`src/pcf_pkg.sv`:
```
// types, constants and functions of the png chunk framer
// no dependencies
`timescale 1ns / 1ps
`default_nettype none

package pcf_pkg;

  localparam int unsigned QueueDepth = 2;

  localparam logic [31:0] CrcPoly = 32'hEDB88320;
  localparam logic [31:0] CrcInit = 32'hFFFFFFFF;

  localparam int unsigned StepW = 4;

  localparam logic [7:0] PngSig [8] = '{8'd137, 8'd80, 8'd78, 8'd71,
                                        8'd13, 8'd10, 8'd26, 8'd10};

  typedef enum logic [1:0] {
    ACT_OPEN = 2'd0,
    ACT_DATA = 2'd1,
    ACT_SIG  = 2'd2,
    ACT_NONE = 2'd3
  } action_e;

  typedef enum logic [1:0] {
    CMD_SIG,
    CMD_OPEN,
    CMD_DATA,
    CMD_STRAY
  } cmd_kind_e;

  typedef struct packed {
    logic [1:0]  action;
    logic [30:0] chunk_length;
    logic [31:0] chunk_type;
    logic [7:0]  data_byte;
  } in_item_t;

  typedef struct packed {
    logic [7:0] out_byte;
    logic       chunk_done;
    logic       run_last;
    logic       framing_error;
  } out_item_t;

  typedef struct packed {
    cmd_kind_e   kind;
    logic        err;
    logic        close;
    logic [30:0] length;
    logic [31:0] ctype;
    logic [7:0]  data;
  } cmd_t;

  function automatic logic [31:0] crc_fold(logic [31:0] crc, logic [7:0] b);
    logic [31:0] c;
    c = crc ^ {24'd0, b};
    for (int k = 0; k < 8; k++) begin
      c = (c >> 1) ^ (c[0] ? CrcPoly : 32'd0);
    end
    return c;
  endfunction

  // byte pos of a word, first byte most significant
  function automatic logic [7:0] word_byte(logic [31:0] w, logic [1:0] pos);
    return w[{~pos, 3'b000} +: 8];
  endfunction

endpackage

`default_nettype wire

```
`src/pcf_front.sv`:
```
// front end: accepts input words, tracks chunk framing, issues commands
// depends on pcf_pkg
`timescale 1ns / 1ps
`default_nettype none

module pcf_front import pcf_pkg::*; (
  input  wire logic     clk_i,
  input  wire logic     rst_ni,
  input  wire logic     in_valid_i,
  output logic          in_ready_o,
  input  wire in_item_t in_item_i,
  output logic          cmd_valid_o,
  input  wire logic     cmd_ready_i,
  output cmd_t          cmd_o
);

  logic        open_q, open_d;
  logic [30:0] rem_q, rem_d;
  logic [30:0] rem_dec;
  logic        accept;

  assign in_ready_o = cmd_ready_i;
  assign accept     = in_valid_i && in_ready_o;
  assign rem_dec    = rem_q - 31'd1;

  always_comb begin
    open_d            = open_q;
    rem_d             = rem_q;
    cmd_valid_o       = 1'b0;
    cmd_o.kind        = CMD_SIG;
    cmd_o.err         = 1'b0;
    cmd_o.close       = 1'b0;
    cmd_o.length      = in_item_i.chunk_length;
    cmd_o.ctype       = in_item_i.chunk_type;
    cmd_o.data        = in_item_i.data_byte;
    case (in_item_i.action)
      ACT_OPEN: begin
        cmd_valid_o = in_valid_i;
        cmd_o.kind  = CMD_OPEN;
        cmd_o.err   = open_q;
        cmd_o.close = (in_item_i.chunk_length == 31'd0);
        if (accept) begin
          open_d = (in_item_i.chunk_length != 31'd0);
          rem_d  = in_item_i.chunk_length;
        end
      end
      ACT_DATA: begin
        cmd_valid_o = in_valid_i;
        if (!open_q) begin
          cmd_o.kind = CMD_STRAY;
          cmd_o.err  = 1'b1;
        end else begin
          cmd_o.kind  = CMD_DATA;
          cmd_o.close = (rem_dec == 31'd0);
          if (accept) begin
            rem_d  = rem_dec;
            open_d = (rem_dec != 31'd0);
          end
        end
      end
      ACT_SIG: begin
        cmd_valid_o = in_valid_i;
        cmd_o.kind  = CMD_SIG;
      end
      default: begin
        cmd_valid_o = 1'b0;
      end
    endcase
  end

  always_ff @(posedge clk_i or negedge rst_ni) begin
    if (!rst_ni) begin
      open_q <= 1'b0;
      rem_q  <= '0;
    end else begin
      open_q <= open_d;
      rem_q  <= rem_d;
    end
  end

endmodule

`default_nettype wire

```
`src/pcf_queue.sv`:
```
// short command queue between front and back
// depends on pcf_pkg
`timescale 1ns / 1ps
`default_nettype none

module pcf_queue import pcf_pkg::*; #(
  parameter int unsigned Depth = QueueDepth
) (
  input  wire logic clk_i,
  input  wire logic rst_ni,
  input  wire logic push_i,
  output logic      ready_o,
  input  wire cmd_t data_i,
  output logic      valid_o,
  input  wire logic pop_i,
  output cmd_t      data_o
);

  localparam int unsigned PtrW = (Depth > 1) ? $clog2(Depth) : 1;
  localparam int unsigned CntW = $clog2(Depth + 1);

  cmd_t            slot_q [Depth];
  logic [PtrW-1:0] wr_q, wr_d, rd_q, rd_d;
  logic [CntW-1:0] cnt_q, cnt_d;
  logic            do_push, do_pop;

  assign ready_o = (cnt_q != CntW'(Depth));
  assign valid_o = (cnt_q != '0);
  assign do_push = push_i && ready_o;
  assign do_pop  = pop_i && valid_o;
  assign data_o  = slot_q[rd_q];

  always_comb begin
    wr_d  = wr_q;
    rd_d  = rd_q;
    cnt_d = cnt_q;
    if (do_push) begin
      wr_d = (wr_q == PtrW'(Depth - 1)) ? '0 : wr_q + PtrW'(1);
    end
    if (do_pop) begin
      rd_d = (rd_q == PtrW'(Depth - 1)) ? '0 : rd_q + PtrW'(1);
    end
    if (do_push && !do_pop) begin
      cnt_d = cnt_q + CntW'(1);
    end else if (do_pop && !do_push) begin
      cnt_d = cnt_q - CntW'(1);
    end
  end

  always_ff @(posedge clk_i or negedge rst_ni) begin
    if (!rst_ni) begin
      wr_q  <= '0;
      rd_q  <= '0;
      cnt_q <= '0;
    end else begin
      wr_q  <= wr_d;
      rd_q  <= rd_d;
      cnt_q <= cnt_d;
    end
  end

  always_ff @(posedge clk_i) begin
    if (do_push) begin
      slot_q[wr_q] <= data_i;
    end
  end

endmodule

`default_nettype wire

```
`src/pcf_back.sv`:
```
// back end: serialises commands into bytes and keeps the running crc
// depends on pcf_pkg
`timescale 1ns / 1ps
`default_nettype none

module pcf_back import pcf_pkg::*; (
  input  wire logic clk_i,
  input  wire logic rst_ni,
  input  wire logic cmd_valid_i,
  output logic      cmd_pop_o,
  input  wire cmd_t cmd_i,
  output logic      out_valid_o,
  input  wire logic out_ready_i,
  output out_item_t out_item_o
);

  logic [StepW-1:0] step_q, step_d, last_step;
  logic [31:0]      crc_q, crc_d;
  logic             out_valid_q, out_valid_d;
  out_item_t        out_q, out_d;
  logic             fire;
  logic [31:0]      crc_out;
  logic [1:0]       pos;

  assign fire    = cmd_valid_i && (!out_valid_q || out_ready_i);
  assign crc_out = ~crc_q;
  assign pos     = step_q[1:0];

  always_comb begin
    case (cmd_i.kind)
      CMD_SIG:  last_step = StepW'(7);
      CMD_OPEN: last_step = cmd_i.close ? StepW'(11) : StepW'(7);
      CMD_DATA: last_step = cmd_i.close ? StepW'(4) : StepW'(0);
      default:  last_step = StepW'(0);
    endcase
  end

  assign cmd_pop_o = fire && (step_q == last_step);

  always_comb begin
    crc_d               = crc_q;
    out_d               = out_q;
    out_d.chunk_done    = 1'b0;
    out_d.run_last      = (step_q == last_step);
    out_d.framing_error = cmd_i.err;
    case (cmd_i.kind)
      CMD_SIG: begin
        out_d.out_byte = PngSig[step_q[2:0]];
      end
      CMD_OPEN: begin
        if (step_q < StepW'(4)) begin
          out_d.out_byte = word_byte({1'b0, cmd_i.length}, pos);
        end else if (step_q < StepW'(8)) begin
          out_d.out_byte = word_byte(cmd_i.ctype, pos);
          crc_d = crc_fold((step_q == StepW'(4)) ? CrcInit : crc_q,
                           word_byte(cmd_i.ctype, pos));
        end else begin
          out_d.out_byte = word_byte(crc_out, pos);
          if (step_q == StepW'(11)) begin
            out_d.chunk_done = 1'b1;
            crc_d            = CrcInit;
          end
        end
      end
      CMD_DATA: begin
        if (step_q == '0) begin
          out_d.out_byte = cmd_i.data;
          crc_d          = crc_fold(crc_q, cmd_i.data);
        end else begin
          out_d.out_byte = word_byte(crc_out, pos - 2'd1);
          if (step_q == StepW'(4)) begin
            out_d.chunk_done = 1'b1;
            crc_d            = CrcInit;
          end
        end
      end
      default: begin
        out_d.out_byte = 8'd0;
      end
    endcase
  end

  always_comb begin
    step_d      = step_q;
    out_valid_d = out_valid_q;
    if (fire) begin
      out_valid_d = 1'b1;
      step_d      = cmd_pop_o ? '0 : step_q + StepW'(1);
    end else if (out_ready_i) begin
      out_valid_d = 1'b0;
    end
  end

  always_ff @(posedge clk_i or negedge rst_ni) begin
    if (!rst_ni) begin
      step_q      <= '0;
      crc_q       <= CrcInit;
      out_valid_q <= 1'b0;
    end else begin
      step_q      <= step_d;
      out_valid_q <= out_valid_d;
      if (fire) begin
        crc_q <= crc_d;
      end
    end
  end

  always_ff @(posedge clk_i) begin
    if (fire) begin
      out_q <= out_d;
    end
  end

  assign out_valid_o = out_valid_q;
  assign out_item_o  = out_q;

endmodule

`default_nettype wire

```
`src/png_chunk_framer_crc32.sv`:
```
// png chunk framer with crc-32: top level
// depends on pcf_pkg, pcf_front, pcf_queue, pcf_back
//
// usage
//   input channel (in_valid_i / in_ready_o / in_item_i): one word per action,
//   open chunk, data byte or signature. output channel (out_valid_o /
//   out_ready_i / out_item_o): one stream byte per word with its flags.
//   a signature yields 8 bytes, an open 8 bytes (12 with an empty chunk),
//   a data byte 1 (5 when it closes the chunk with the crc), a stray data
//   byte a single flagged word, the unused action nothing.
//   the back end puts out one byte per cycle while the receiver does not stall, so
//   data bytes run at one per cycle and header bursts go out byte by byte; the crc
//   folds one byte a cycle. with an empty queue, a word passes the queue slot and then the output register.
//   the command queue holds QueueDepth words, so input keeps flowing while
//   a header burst is sent or the receiver stalls; when it fills, in_ready_o
//   drops until the back end frees a slot.
//   reset clears chunk state, the queue and the output valid flag; crc
//   returns to all ones.
`timescale 1ns / 1ps
`default_nettype none

module png_chunk_framer_crc32 import pcf_pkg::*; #(
  parameter int unsigned QDepth = QueueDepth
) (
  input  wire logic     clk_i,
  input  wire logic     rst_ni,
  input  wire logic     in_valid_i,
  output logic          in_ready_o,
  input  wire in_item_t in_item_i,
  output logic          out_valid_o,
  input  wire logic     out_ready_i,
  output out_item_t     out_item_o
);

  logic cmd_valid, cmd_ready, head_valid, head_pop;
  cmd_t cmd, head;

  pcf_front u_front (
    .clk_i       (clk_i),
    .rst_ni      (rst_ni),
    .in_valid_i  (in_valid_i),
    .in_ready_o  (in_ready_o),
    .in_item_i   (in_item_i),
    .cmd_valid_o (cmd_valid),
    .cmd_ready_i (cmd_ready),
    .cmd_o       (cmd)
  );

  pcf_queue #(
    .Depth (QDepth)
  ) u_queue (
    .clk_i   (clk_i),
    .rst_ni  (rst_ni),
    .push_i  (cmd_valid),
    .ready_o (cmd_ready),
    .data_i  (cmd),
    .valid_o (head_valid),
    .pop_i   (head_pop),
    .data_o  (head)
  );

  pcf_back u_back (
    .clk_i       (clk_i),
    .rst_ni      (rst_ni),
    .cmd_valid_i (head_valid),
    .cmd_pop_o   (head_pop),
    .cmd_i       (head),
    .out_valid_o (out_valid_o),
    .out_ready_i (out_ready_i),
    .out_item_o  (out_item_o)
  );

endmodule

`default_nettype wire

```
`config.mk`:
```
export PLATFORM = sky130hd
export DESIGN_NAME = png_chunk_framer_crc32
export DESIGN_NICKNAME = d
export VERILOG_FILES = /design/src/pcf_pkg.sv /design/src/pcf_front.sv /design/src/pcf_queue.sv /design/src/pcf_back.sv /design/src/png_chunk_framer_crc32.sv
export SDC_FILE = /design/constraint.sdc
export NUM_CORES = 1
export LEC_CHECK = 0
export ABC_AREA = 1
export BUFFER_PORTS_ARGS = -buffer_cell sky130_fd_sc_hd__buf_2
export CAP_MARGIN = 20
export CORE_ASPECT_RATIO = 0.8
export CORE_MARGIN = 8
export CORE_UTILIZATION = 30
export CTS_CLUSTER_SIZE = 8
export DETAILED_ROUTE_END_ITERATION = 6
export PLACE_DENSITY_LB_ADDON = 0.05
export SETUP_SLACK_MARGIN = 0.05
export SKIP_LAST_GASP = 1
export SYNTH_ARGS = -nofsm -noshare
export SYNTH_HDL_FRONTEND = slang
export SYNTH_SLANG_ARGS = --single-unit
```
`constraint.sdc`:
```
create_clock -name clk_i -period 4.2 [get_ports clk_i]
set_input_delay 0.21 -clock clk_i [delete_from_list [all_inputs] [get_ports clk_i]]
set_output_delay 0.21 -clock clk_i [all_outputs]
set_load 0.01 [all_outputs]
```
==> Word level (Yosys, flattened, before mapping) <==
Memories as Yosys holds them, arrays and structs flattened.
Index checks and enable logic that the tools add are counted.
{ "op_classes": {"n_addsub": 7, "order_cmp": 3, "eq_ne": 13, "shifts": 4, "muxes": 60, "bitwise_logic": 22, "reduce_logical": 27} }
{ "op_table": {"columns": ["operator", "count"], "rows": [
  ["32-bit 2-to-1 mux", 21],
  ["31-bit by 32-bit XOR with 32-bit output", 16],
  ["32-bit by 6-bit variable part select with 8-bit output", 4],
  ["31-bit 2-to-1 mux", 3],
  ["32-bit case mux with 2 select lines", 1],
  ["32-bit by 8-bit XOR with 32-bit output", 2],
  ["31-bit zero test", 2],
  ["31-bit case mux with 2 select lines", 1],
  ["31-bit nonzero test", 2],
  ["8-bit 2-to-1 mux", 5],
  ["32-bit NOT", 1],
  ["31-bit by 1-bit subtractor with 31-bit output (second input constant)", 1],
  ["8-bit case mux with 3 select lines", 1],
  ["1-bit 2-to-1 mux", 18],
  ["4-bit case mux with 3 select lines", 1],
  ["2-bit nonzero test", 5],
  ["4-bit 2-to-1 mux", 2],
  ["2-bit case mux with 2 select lines", 2],
  ["4-bit AND reduction", 2],
  ["1-bit logical AND", 7],
  ["2-bit by 1-bit inequality test with 1-bit output (second input constant)", 3],
  ["4-bit by 1-bit adder with 4-bit output (second input constant)", 1],
  ["2-bit by 1-bit == test with 1-bit output (second input constant)", 2],
  ["2-bit == test (second input constant)", 2],
  ["other kinds (22)", 31]
]} }
{ "word_totals": {"regBits": 84, "ramBits": 150, "rom_bits": 64, "inputBits": 77, "out_inout_bits": 13, "wordCells": 150, "mem_count": 2} }
{ "memory_table": {"columns": ["memory", "depth", "width", "rd", "rd_ports_with_merged_regs", "write_ports", "line_no", "rtl"], "rows": [
  ["u_queue.slot_q", 2, 75, 1, 0, 1, "pcf_queue.sv:22", "cmd_t slot_q [Depth];"],
  ["(name not given)", 8, 8, 1, 0, 0, "pcf_back.sv:48", "out_d.out_byte = PngSig[step_q[2:0]];"]
]} }

==> Logic depth before layout (Yosys ltp) <==
{ "depth": {"depth_word": 22, "mapped_depth": 22, "mapped_depth_nobuf": 19} }

==> Hierarchy <==
A second synthesis with hierarchy kept.
{ "unflattened": {"cells_unflattened": 1984, "hier_area_um2": 15576.2} }
{ "modules_own_cells": {"columns": ["module", "instances", "cells_each", "area_each_um2", "seq_area_each_um2"], "rows": [
  ["pcf_back", 1, 1078, 6740.2, 1296.2],
  ["pcf_queue", 1, 421, 5694.2, 4604.4],
  ["pcf_front", 1, 485, 3141.8, 800.8]
]} }

==> Worst setup path before layout <==
OpenSTA, ideal clock, no wires.
{ "synth_timing": {"path_type": "reg-to-reg", "startpoint": "register u_queue.cnt_q[0]", "endpoint": "memory u_queue.slot_q[1][0] (netlist name) (enable)", "arrival_time_ps": 4057, "t_required_ps": 3690, "slack_ps": -367, "path_stages_with_launch": 7, "path_buffers": 0, "path_cell_list": "dfrtp_1 -> inv_1 -> nand2_1 -> nand2_1 -> a21oi_1 -> inv_1 -> nor2_1"} }
{ "synth_via": {"elab_chain_len": 4} }
{ "synth_lines": {"columns": ["element", "line_no", "rtl"], "rows": [
  ["from (decl)", "pcf_queue.sv:24", "logic [CntW-1:0] cnt_q, cnt_d;"],
  ["from (signal assigned)", "pcf_queue.sv:58", "cnt_q <= cnt_d;"],
  ["2-bit inequality test", "pcf_queue.sv:27", "assign ready_o = (cnt_q != CntW'(Depth));"],
  ["net in_ready_o", "png_chunk_framer_crc32.sv:28", "output logic in_ready_o,"],
  ["1-bit logical AND", "pcf_queue.sv:29", "assign do_push = push_i && ready_o;"],
  ["net u_queue.do_push", "pcf_queue.sv:25", "logic do_push, do_pop;"],
  ["1-bit 2-to-1 mux", "pcf_queue.sv:63", "if (do_push) begin"],
  ["1-bit 2-to-1 mux (implied by the code)", "pcf_queue.sv:64", "slot_q[wr_q] <= data_i;"],
  ["to (decl)", "pcf_queue.sv:22", null]
]} }
The timed path passes the listed nets, and every way through them passes these cells.

==> Worst setup path after layout <==
{ "layout_timing": {"startpoint": "register u_queue.rd_q", "endpoint": "register u_queue.cnt_q[1]"} }
{ "layout_via": {"elab_chain_len": 9} }
{ "layout_lines": {"columns": ["element", "line_no", "rtl"], "rows": [
  ["from (decl)", "pcf_queue.sv:23", "logic [PtrW-1:0] wr_q, wr_d, rd_q, rd_d;"],
  ["from (signal assigned)", "pcf_queue.sv:57", "rd_q <= rd_d;"],
  ["memory read 2 x 75 bit (*)", null, null],
  ["2-bit == test, or another cell as far along", "pcf_back.sv:30", "case (cmd_i.kind)"],
  ["4-bit case mux with 3 select lines (*)", "pcf_back.sv:30", null],
  ["4-bit == test (*)", "pcf_back.sv:38", "assign cmd_pop_o = fire && (step_q == last_step);"],
  ["1-bit logical AND (*)", "pcf_back.sv:38", null],
  ["1-bit logical AND (*)", "pcf_queue.sv:30", "assign do_pop = pop_i && valid_o;"],
  ["1-bit zero test", "pcf_queue.sv:43", "if (do_push && !do_pop) begin"],
  ["1-bit logical AND", "pcf_queue.sv:43", null],
  ["2-bit 2-to-1 mux or 2-bit nonzero test (tied branches)", null, null]
]} }
Mark *: on every way between the ends. The rest lies on a longest branch, timed or not.
A chain may end at the register's enable or synchronous reset.

==> flow_summary.toml <==
[timing]
rsz0062_at_grt = "no"
final_max_slew_viol_count = 0
min_period_ns = 3.28
slew_headroom_pct = 43.2
setup_violations = 0
fin_setup_tns_ns = 0
max_freq_mhz = 305
worst_clock_skew_ns = 0.0201
hold_viol = 0
worstMarginPinSlew_ns = 0.851
period_share_pct = 78.2

[drt]
viasPerCell = 5.03
routed_wl_um = 56700
vias = 13297
drc_errors = 0
dr.pass1.iters = 5
dr.first_iter.drc_count = 1020
ant_nets = 0
wl_per_cell_um = 21.5

[critical_path]
cp.required_ns = 4.61
worstPathArrival_ns = 3.69
worstSetupEndpointType = "flop"
critPathMaxFanout = 40
start_kind = "flop"
crit_type = "flop to flop"

[synth]
yosys_most_used_dff = "edfxtp_1"
seq_area_frac_synth_pct = 45.7
synth_edf_count = 161
syn_nets = 1925
netlist_instances = 1837
async_flop_share_pct = 31.2
syn_area_um2 = 14700
ys_seq_elements = 234
yosys_warnings = 0
synthDistinctLibCells = 49
avgSynthCellArea_um2 = 7.98

[cts]
htreeDepth = 2
insertion_delay_ns = 0.54
cts.reportedPaths.clkPinSlew_ns = 0.05
clock-sinks = 234
clock-root-buffer = "clkbuf_16"
clk_path_buf_depth = 3
cts_made_buffers = 35
cts_tree = "done"

[placed_design]
routabilityCongestion = 0.890
hpwl_um = 40600
port_buffers = 89

[flow_run]
cap_violations = 0

[final_layout]
nets = 2078
synthToLayoutAreaGrowth_pct = 19.8
final_common_cell = "nand2_1"
final_layout_size_suffix_gt1_share_pct = 13.6
final_cell_mix = "nand2_1, nor2_1, nand3_1"
diodes = 0

[grt]
overflow = 0
grt_pass1_vias = 13394
grt_max_degree = 77
grt_pass1_wl_um = 85400
antenna_found_initial = 2
track_usage_pct = 20.0

[min_path]
hold_path_class = "input port to flop"

[outcome]
outcome = "finished, final reports clean"

[floorplanning]
num_rows = 72
pin_count = 90
core_um2 = 48300
die_area_um2 = 56200
start_util_pct = 30.4
die_y_um = 214
die_w_um = 263
==> layer usage <==
layer	GRT usage, %	part of all wire [%]	up-vias	wire length, um
li1	-	-	6432	-
met1	27.5	47	6392	26900
met2	32.5	45	395	25400
met3	3.23	5.2	78	2930
met4	5.77	2.6	0	1480
met5	0	0	-	0
==> worst max-delay path, stage by stage (launching register included) <==
cell and delay [ns]:
dfrtp_2 0.47, inv_6 0.15, or2_2 0.30, o21ai_0 0.18, inv_1 0.13, ha_1 0.36, nor2_1 0.16, nand2_1 0.07
xor2_1 0.14, nor2_1 0.10, nand2_1 0.11, nor2_1 0.18, inv_1 0.10, ha_1 0.33, a21oi_1 0.11, o21ai_0 0.10
xor2_1 0.15
==> cell usage after synthesis (4+ instances only) <==
master / count / share of area (%)
a21oi_1: 88 / 3.0
a31oi_1: 8 / 0.34
buf_1: 7 / 0.18
buf_2: 14 / 0.48
buf_6: 6 / 0.46
clkbuf_1: 44 / 1.1
clkinv_1: 8 / 0.20
dfrtp_1: 41 / 7.0
dfstp_2: 32 / 5.7
edfxtp_1: 161 / 33
ha_1: 11 / 0.94
inv_1: 165 / 4.2
inv_2: 12 / 0.31
nand2_1: 471 / 12
nand2_2: 28 / 1.2
nand2_4: 4 / 0.31
nand3_1: 167 / 5.7
nand4_1: 12 / 0.51
nor2_1: 177 / 4.5
nor2_2: 6 / 0.26
nor3_1: 5 / 0.17
nor4_1: 7 / 0.30
o211ai_1: 27 / 1.4
o21ai_0: 140 / 4.8
o21ai_1: 16 / 0.55
o221ai_1: 17 / 1.0
o22ai_1: 31 / 1.3
or2_1: 5 / 0.21
or2_2: 5 / 0.21
xnor2_1: 9 / 0.54
xor2_1: 76 / 4.5
xor2_2: 9 / 1.0
xor2_4: 5 / 0.94
==> logic make-up after synthesis <==
group	after synthesis	share of synthesized area (%)
AO/OA/AOI/OAI	334	12.8
XOR/XNOR	102	7.35
adder cells (fa/ha/maj)	11	0.939
buffers and inverters	261	7.23
flip-flops	234	45.7
AND/OR/NAND/NOR	895	26.0
==> state kept, by name, summed over array words and instances (netlist names) <==
register / cells
u_queue.slot_q: 150
u_back.crc_q: 32
u_front.rem_q: 31
u_back.out_item_o: 11
u_back.step_q: 4
u_queue.cnt_q: 2
u_back.out_valid_o: 1
u_front.open_q: 1
u_queue.rd_q: 1
u_queue.wr_q: 1
==> worst paths after layout <==
path,to,slack (ns),cells after the start,from
max,u_queue.cnt_q[1],0.92,16,u_queue.rd_q
min,u_queue.slot_q[0][63],0.04,1,in_item_i[63]
max reg2reg,u_queue.cnt_q[1],0.92,16,u_queue.rd_q
min reg2reg,u_queue.cnt_q[0],0.47,1,u_queue.cnt_q[0]
max in group asynchronous,u_back.crc_q[15],2.94,3,rst_ni
min in group asynchronous,u_front.rem_q[11],0.36,2,rst_ni
==> final cells by class <==
class,instances,area (um2)
clock buffer,54,947
clock inverter,5,62.6
fill,5044,30700
inverter,188,716
multi-input combinational,1342,6940
sequential,234,6700
tap,629,787
timing repair buffer,189,1400
==> per-stage QoR <==
stage	cells	hold WS, ns	area, um2	utilization [%]	setup WS, ns
global placement	2510	0.393	15800	32.8	0.919
detailed placement	2510	0.394	15800	32.8	0.917
floorplan	1837	-0.0856	14700	-	0.888
finish	2641	0.0398	17600	36.4	0.916
global route	2641	0.00751	17600	36.4	0.545
CTS	2641	0.00173	17600	36.4	0.907
==> repair_timing <==
action | in CTS | in global routing
endpoints found under the hold margin | 162 | 0
hold buffers | 72 | 0
buffers inserted | 0 | 0
endpoints found under the setup margin | 0 | 0
resized for setup | 0 | 0
Power is left out: the tool's default activity adds up to more than one toggle a clock period on the data nets, which glitch-free logic cannot reach.
